==> src/rtl/svd_pkg.sv <==
`default_nettype none
// ----------------------------------------------------------------------------
// svd_pkg
// Shared types and constants of the shear velocity dispersion core.
// ----------------------------------------------------------------------------
package svd_pkg;

   localparam logic [31:0] SHEAR_RESET = 32'd216770937;

   typedef enum logic [3:0] {
      ST_IDLE,
      ST_SHEAR,
      ST_AXIS,
      ST_DIV,
      ST_UPDATE,
      ST_MUL,
      ST_ACC,
      ST_NEXT,
      ST_VDIV,
      ST_SQRT,
      ST_ROOT_NEXT,
      ST_OUT
   } state_type;

endpackage
`default_nettype wire

==> src/rtl/shear_velocity_dispersion_core.sv <==
`default_nettype none
// ----------------------------------------------------------------------------
// shear_velocity_dispersion_core
// Streams particles and keeps a Welford running variance for each of three
// velocity axes, the azimuthal one corrected for shear; the beat marked last
// yields the RMS dispersion per axis and the particle count.
// ----------------------------------------------------------------------------
//   Channel   Direction  Payload
//   req_      in         tdata {pos_x, vel_z, vel_y, vel_x}, tlast last_item
//   rsp_      out        tdata {overflow, count, sigma_z, sigma_y, sigma_x}
//   csr_      in         shear_rate write
//
// One beat is handled at a time. After acceptance a beat runs a bit-serial
// shear multiply, then per axis a 34-step restoring divider by the count, a
// 34-step bit-serial multiplier and set-up states, then a closing state. A
// beat that meets a full count skips the axes. A last beat adds per axis a
// divider, a square root and a closing state, plus an output state.
// The result waits in an output register while the next beat is taken; only
// a new result stalls while the previous one is not yet taken. Reset is
// synchronous and clears the statistics and restores shear_rate.
// ----------------------------------------------------------------------------
module shear_velocity_dispersion_core #(
   parameter int unsigned MAX_COUNT = 65536
) (
   input  wire logic          clock,
   input  wire logic          reset,
   input  wire logic          req_tvalid,
   output logic               req_tready,
   input  wire logic [127:0]  req_tdata,  // vel_x, vel_y, vel_z, pos_x
   input  wire logic          req_tlast,
   output logic               rsp_tvalid,
   input  wire logic          rsp_tready,
   output logic [119:0]       rsp_tdata,  // sigma_x, sigma_y, sigma_z, count[16:0],
                                          // overflow, zero fill
   input  wire logic          csr_we,
   input  wire logic [31:0]   csr_wdata
);
   import svd_pkg::*;

   localparam int unsigned CW = $clog2(MAX_COUNT + 1);

   state_type state_ff, state_in;
   logic [31:0]        shear_ff;
   logic [CW-1:0]      count_ff;
   logic               ovf_ff, last_ff, skip_ff;
   logic signed [31:0] mean_ff [3];
   logic [63:0]        ssum_ff [3];
   logic signed [31:0] val_ff [3];
   logic [1:0]         axis_ff;
   logic [6:0]         step_ff;
   // shared shift/accumulate working registers
   logic [63:0]        acc_ff, opa_ff;
   logic [32:0]        opb_ff;
   logic [63:0]        rem_ff;
   logic               neg_ff;
   logic signed [32:0] dold_ff;
   logic [31:0]        sig_ff [3];
   logic               out_v_ff;
   logic [119:0]       out_ff;

   assign req_tready = (state_ff == ST_IDLE);
   assign rsp_tvalid = out_v_ff;
   assign rsp_tdata  = out_ff;

   wire accept = req_tvalid && req_tready;
   wire out_free = !out_v_ff || rsp_tready;
   wire [CW-1:0] cnt_next = count_ff + CW'(1);
   wire [64:0] rem_try = {rem_ff[63:0], acc_ff[63]} - {33'd0, opb_ff[31:0]};

   always_comb begin
      state_in = state_ff;
      unique case (state_ff)
         ST_IDLE:      if (accept) state_in = ST_SHEAR;
         ST_SHEAR:     if (step_ff == 7'd32) state_in = skip_ff ? ST_NEXT : ST_AXIS;
         ST_AXIS:      state_in = ST_DIV;
         ST_DIV:       if (step_ff == 7'd33) state_in = ST_UPDATE;
         ST_UPDATE:    state_in = ST_MUL;
         ST_MUL:       if (step_ff == 7'd33) state_in = ST_ACC;
         ST_ACC:       state_in = (axis_ff == 2'd2) ? ST_NEXT : ST_AXIS;
         ST_NEXT:      state_in = last_ff ? ST_VDIV : ST_IDLE;
         ST_VDIV:      if (step_ff == 7'd64) state_in = ST_SQRT;
         ST_SQRT:      if (step_ff == 7'd32) state_in = ST_ROOT_NEXT;
         ST_ROOT_NEXT: state_in = (axis_ff == 2'd2) ? ST_OUT : ST_VDIV;
         ST_OUT:       if (out_free) state_in = ST_IDLE;
         default:      state_in = ST_IDLE;
      endcase
   end

   always_ff @(posedge clock) begin
      if (reset) begin
         state_ff <= ST_IDLE;
         shear_ff <= SHEAR_RESET;
         count_ff <= '0;
         ovf_ff   <= 1'b0;
         out_v_ff <= 1'b0;
         for (int i = 0; i < 3; i++) begin
            mean_ff[i] <= '0;
            ssum_ff[i] <= '0;
         end
      end else begin
         state_ff <= state_in;
         if (csr_we) shear_ff <= csr_wdata;
         if (rsp_tvalid && rsp_tready && state_ff != ST_OUT) out_v_ff <= 1'b0;
         unique case (state_ff)
            ST_IDLE: if (accept) begin
               val_ff[0] <= req_tdata[31:0];
               val_ff[1] <= req_tdata[63:32];
               val_ff[2] <= req_tdata[95:64];
               last_ff   <= req_tlast;
               skip_ff   <= (32'(count_ff) >= 32'(MAX_COUNT));
               if (32'(count_ff) >= 32'(MAX_COUNT)) ovf_ff <= 1'b1;
               else count_ff <= cnt_next;
               // |pos_x| times shear, one multiplier bit a step
               neg_ff  <= req_tdata[127];
               opa_ff  <= {32'd0, req_tdata[127] ? 32'(-req_tdata[127:96])
                                                 : req_tdata[127:96]};
               opb_ff  <= {1'b0, shear_ff};
               acc_ff  <= '0;
               step_ff <= '0;
               axis_ff <= 2'd0;
            end
            ST_SHEAR: begin
               if (step_ff == 7'd32) begin : fin
                  logic [63:0] q;
                  logic signed [33:0] sum;
                  // floor for negative: -ceil(mag/2^40)
                  q = acc_ff >> 40;
                  if (neg_ff && acc_ff[39:0] != 40'd0) q = q + 64'd1;
                  sum = 34'(val_ff[1]) + (neg_ff ? -34'(q[24:0]) : 34'(q[24:0]));
                  if (sum > 34'sd2147483647) val_ff[1] <= 32'h7fffffff;
                  else if (sum < -34'sd2147483648) val_ff[1] <= 32'h80000000;
                  else val_ff[1] <= sum[31:0];
               end else begin
                  if (opb_ff[0]) acc_ff <= acc_ff + opa_ff;
                  opa_ff <= opa_ff << 1;
                  opb_ff <= opb_ff >> 1;
               end
               step_ff <= step_ff + 7'd1;
            end
            ST_AXIS: begin : ax
               logic signed [32:0] d;
               d = 33'(val_ff[axis_ff]) - 33'(mean_ff[axis_ff]);
               dold_ff <= d;
               neg_ff  <= d[32];
               // 34-bit dividend with a zero on top, one bit per divider step
               acc_ff  <= {31'd0, d[32] ? -d : d} << 30;
               rem_ff  <= '0;
               opb_ff  <= 33'(count_ff);
               step_ff <= '0;
            end
            ST_DIV: begin
               // restoring divide, quotient bits shift into acc low end
               if (!rem_try[64]) rem_ff <= rem_try[63:0];
               else rem_ff <= {rem_ff[62:0], acc_ff[63]};
               acc_ff <= {acc_ff[62:0], !rem_try[64]};
               step_ff <= step_ff + 7'd1;
            end
            ST_UPDATE: begin : up
               logic signed [32:0] nm, dn;
               nm = 33'(mean_ff[axis_ff]) + (neg_ff ? -33'(acc_ff[32:0])
                                                    : 33'(acc_ff[32:0]));
               mean_ff[axis_ff] <= nm[31:0];
               dn = 33'(val_ff[axis_ff]) - nm;
               opa_ff  <= {31'd0, dold_ff[32] ? -dold_ff : dold_ff};
               opb_ff  <= dn[32] ? -dn : dn;
               acc_ff  <= '0;
               step_ff <= '0;
            end
            ST_MUL: begin
               if (opb_ff[0]) acc_ff <= acc_ff + opa_ff;
               opa_ff  <= opa_ff << 1;
               opb_ff  <= opb_ff >> 1;
               step_ff <= step_ff + 7'd1;
            end
            ST_ACC: begin : ac
               logic [64:0] s;
               s = {1'b0, ssum_ff[axis_ff]} + {1'b0, acc_ff};
               ssum_ff[axis_ff] <= s[64] ? '1 : s[63:0];
               axis_ff <= axis_ff + 2'd1;
            end
            ST_NEXT: begin
               axis_ff <= 2'd0;
               acc_ff  <= ssum_ff[0];
               rem_ff  <= '0;
               opb_ff  <= 33'(count_ff);
               step_ff <= '0;
            end
            ST_VDIV: begin
               if (step_ff == 7'd64) begin
                  // acc holds the variance; set up root
                  rem_ff  <= '0;
                  opa_ff  <= '0;
                  step_ff <= '0;
               end else begin
                  if (!rem_try[64]) rem_ff <= rem_try[63:0];
                  else rem_ff <= {rem_ff[62:0], acc_ff[63]};
                  acc_ff <= {acc_ff[62:0], !rem_try[64]};
                  step_ff <= step_ff + 7'd1;
               end
            end
            ST_SQRT: begin
               if (step_ff != 7'd32) begin : sq
                  logic [65:0] r, t;
                  r = {rem_ff[63:0], acc_ff[63:62]};
                  t = {opa_ff[31:0], 2'b01};
                  if (r >= t) begin
                     rem_ff <= 64'(r - t);
                     opa_ff <= {opa_ff[62:0], 1'b1};
                  end else begin
                     rem_ff <= r[63:0];
                     opa_ff <= {opa_ff[62:0], 1'b0};
                  end
                  acc_ff <= acc_ff << 2;
               end
               step_ff <= step_ff + 7'd1;
            end
            ST_ROOT_NEXT: begin
               sig_ff[axis_ff] <= opa_ff[31:0];
               axis_ff <= axis_ff + 2'd1;
               acc_ff  <= ssum_ff[(axis_ff == 2'd0) ? 2'd1 : 2'd2];
               rem_ff  <= '0;
               step_ff <= '0;
            end
            ST_OUT: if (out_free) begin
               out_ff   <= {6'd0, ovf_ff, 17'(count_ff), sig_ff[2], sig_ff[1], sig_ff[0]};
               out_v_ff <= 1'b1;
               count_ff <= '0;
               ovf_ff   <= 1'b0;
               for (int i = 0; i < 3; i++) begin
                  mean_ff[i] <= '0;
                  ssum_ff[i] <= '0;
               end
            end
            default: ;
         endcase
      end
   end
endmodule
`default_nettype wire

==> config.mk <==
export PLATFORM = sky130hd
export DESIGN_NAME = shear_velocity_dispersion_core
export DESIGN_NICKNAME = d
export VERILOG_FILES = /design/src/rtl/svd_pkg.sv /design/src/rtl/shear_velocity_dispersion_core.sv
export SDC_FILE = /design/constraint.sdc
export NUM_CORES = 2
export LEC_CHECK = 0
export CORE_UTILIZATION = 64
export CTS_BUF_LIST = sky130_fd_sc_hd__clkbuf_16
export DETAILED_ROUTE_END_ITERATION = 8
export DONT_BUFFER_PORTS = 1
export PLACE_DENSITY = 0.8
export SYNTH_ARGS = -nofsm -noshare
export SYNTH_HDL_FRONTEND = slang
export SYNTH_SLANG_ARGS = --single-unit
==> constraint.sdc <==
create_clock -name clock -period 18.5 [get_ports clock]
set_input_delay 0 -clock clock [delete_from_list [all_inputs] [get_ports clock]]
set_output_delay 0 -clock clock [all_outputs]
set_load 0.05 [all_outputs]
==> results.py <==
metrics = {
    "logic_synthesis": {
        "async_reset_ff_share_pct": 0,
        "synth_top_area_share_pct": 44.0,
        "synth_cells": 6301,
        "synth_common_cells": "edfxtp_1, nor2_1, o21ai_0",
        "synth_cell_type_count": 117,
        "ys.flop_type": "edfxtp_1",
        "synth_edf_count": 960,
        "synth_seq_area_share_pct": 45.8,
        "synth_most_common_cell": "edfxtp_1",
        "synth_area_leaders": "edfxtp_1, ha_1, xnor2_1",
        "yosys_warnings": 0,
        "netlist_area_um2": 65500,
        "synth_top_area_cell": "edfxtp_1",
        "ys_ff_latch": 1017,
        "syn_avg_cell_area_um2": 10.4,
    },
    "placed_design": {
        "place_inst": 7442,
        "dp.final_hpwl_um": 147000,
        "io_buffers": 0,
        "routabilityCongestion": 1.01,
    },
    "setup_path": {
        "worst_setup_path_start_kind": "register",
        "crit_type": "reg -> reg",
        "rr_worst_depth": 23,
        "path_cells": "buf_4 > mux4_2 > ha_1 > a21o_1 > a21o_1 > a211oi_1 > o21ai_0 > a2111o_1 > a21oi_1 > o21ai_0 > o31ai_1 > a21bo_2 > ha_1 > o2111ai_1 > o21ai_0 > or3_1 > a31o_1 > a2111oi_1 > a211oi_2 > xnor2_1 > nor2_1 > xnor2_1 > o21ai_1",
        "cpMostUsedCell": "o21ai_0",
        "arrival_ps": 9370,
        "critPathMaxFanout": 39,
        "cpMaxStageDelayCell": "xnor2_1",
        "cpPeakStageDelay_ps": 1020,
        "worstPathRequired_ps": 19000,
        "endpoint_kind": "register",
    },
    "clocking": {
        "h-tree-depth": 3,
        "ctsRootBufferMaster": "clkbuf_16",
        "path_clk_slew_ps": 70,
        "cts_hold_buf": 292,
        "cts_resized": 0,
        "post_cts_buffers": 0,
        "cts_buffer_depth": 3,
        "cts_buffers": 107,
        "cts_tree": "built",
        "worst_skew_pair.late_latency_ps": 750,
        "clock-sinks": 1017,
    },
    "grt": {
        "grt_max_degree": 84,
        "grt_pass1_wl_um": 319000,
        "antenna_found_initial": 9,
        "grt_pass1_vias": 53000,
        "grt_overflow": 0,
        "grtUsageTotal_pct": 40.7,
    },
    "pwr": {
        "power_mw": 10.6,
        "p_leak_nw": 28.1,
        "irDropWorstVdd_uv": 124,
        "powerDensity_nw_per_um2": 145,
    },
    "timing": {
        "max_freq_mhz": 113,
        "finalSetupViolCount": 0,
        "drv_slew": 1,
        "period_needed_ps": 8880,
        "post-route-period-util_pct": 48.0,
        "clock-skew-final_ps": 44.0,
        "relSlewSlack_pct": -0.652,
        "hold_violations": 0,
        "totalNegativeSetupSlack_ps": 0,
        "tightest_slew_ps": 1490,
        "grt_setup_unrepaired": "false",
    },
    "floorplanning": {
        "num_io_pins": 288,
        "rows": 116,
        "die-area_um2": 104000,
        "die_y_um": 322,
        "core_area_um2": 101000,
        "start_util_pct": 65.0,
        "die_w_um": 322,
    },
    "layout": {
        "nets": 6999,
        "synthToLayoutAreaGrowth_pct": 12.0,
        "layout-drive-gt1-share_pct": 7.17,
        "fin_cells": 7940,
        "nFillCells": 7034,
    },
    "hold_path": {
        "hold_depth": 6,
        "hold_path.class": "in -> reg",
    },
    "outcome": {
        "failed_checks": "DRC, capacitance limit, slew limit",
        "status": "finished with violations",
    },
    "detailed_routing": {
        "vias": 54900,
        "drt_wl_total_um": 215000,
        "ant_nets": 0,
        "firstDrtPassIters": 9,
        "drtIter0Drc": 7644,
        "drc_errors": 2,
        "wl_per_cell_um": 27.0,
        "avgViaCountPerCell": 6.92,
    },
    "run": {
        "cap_violations": 1,
    },
}
==> per-layer routing <==
metal	share of wire (%)	up-vias	wire length, um	GRT usage, %
met5	0.014	-	29	0
met4	7.1	4	15200	25.1
met3	12	861	25500	9.32
met2	46	3825	99000	65.4
met1	35	26200	75100	49.9
li1	-	24000	-	-
==> stage by stage <==
step / hold slack (ps) / setup WS (ps) / area, um^2 / util (%)
finish: 30.2 / 9620 / 73400 / 72.8
global route: 62.1 / 9140 / 73300 / 72.8
CTS: 0.0570 / 10040 / 73300 / 72.8
detailed placement: 98.9 / 10070 / 66900 / 66.4
global placement: 95.6 / 10190 / 66900 / 66.4
floorplan: 98.9 / 10300 / 65500 / -
==> state kept, by name, indices dropped and copies added, names as in the netlist, 33 cells and up, named ones only <==
name	cells
sig_ff	96
ssum_ff	256
opb_ff	33
rsp_tdata	114
acc_ff	64
dold_ff	33
opa_ff	64
val_ff	96
mean_ff	128
rem_ff	64
==> worst paths after layout <==
check,slack [ps],start,to
worst min-delay path,30,req_tvalid,state_ff[1]
worst max register to register,9620,register,opb_ff[15]
worst max-delay path,9620,register,opb_ff[15]
worst min register to register,410,sig_ff[0][9],rsp_tdata[9]
==> critical path: cells and delay by family, from the launching register on <==
family / cells / cell delay, ps
AO/OA/AOI/OAI: 15 / 4100
XOR/XNOR: 2 / 1210
multiplexers: 1 / 630
adder cells (fa/ha/maj): 2 / 690
buffers and inverters: 1 / 700
AND/OR/NAND/NOR: 2 / 530
flip-flops: 1 / 730
==> layout make-up <==
class                      count  area [um^2]  share of cell area, %
timing repair buffer         376         3580                   4.88
clock inverter                84          763                   1.04
multi-input combinational   4677        33400                   45.5
antenna                       11         27.5                 0.0375
clock buffer                 110         2750                   3.75
tap                         1357         1700                   2.31
inverter                     308         1160                   1.58
sequential                  1017        30000                   40.9
==> report_power, final <==
group / internal, mW / total [mW] / switching (mW)
clock network: 1.21 / 2.20 / 0.984
registers: 2.81 / 3.08 / 0.268
logic: 1.96 / 5.35 / 3.38
total: 5.98 / 10.6 / 4.64
==> placed cells by master (no fill, tap or decap), types with 55 or more instances in the layout <==
cell type,instances
nand4_1,61
edfxtp_1,960
mux2i_1,175
ha_1,338
xor2_1,236
o22ai_1,68
dfxtp_1,55
buf_4,83
nor2b_1,89
o21a_1,68
nand2b_1,62
nand2_1,378
nor2_1,629
clkbuf_16,110
and2_1,58
nor3_1,88
xnor2_1,300
inv_1,330
a21oi_1,382
nand3_1,108
mux4_2,96
a21o_1,182
dlygate4sd3_1,290
a22oi_1,66
o21ai_0,386
==> cells by family after synthesis <==
family                     share of synthesized area, %
and+or+nand+nor                                    12.9
AOI/OAI and AO/OA                                  17.7
DFF                                                45.8
buffers and inverters                              3.63
xor gates and xnor gates                           7.25
adders and majority gates                          6.69
muxes                                              6.10
other                                           0.00572
Power figures use the tool's default switching activity.
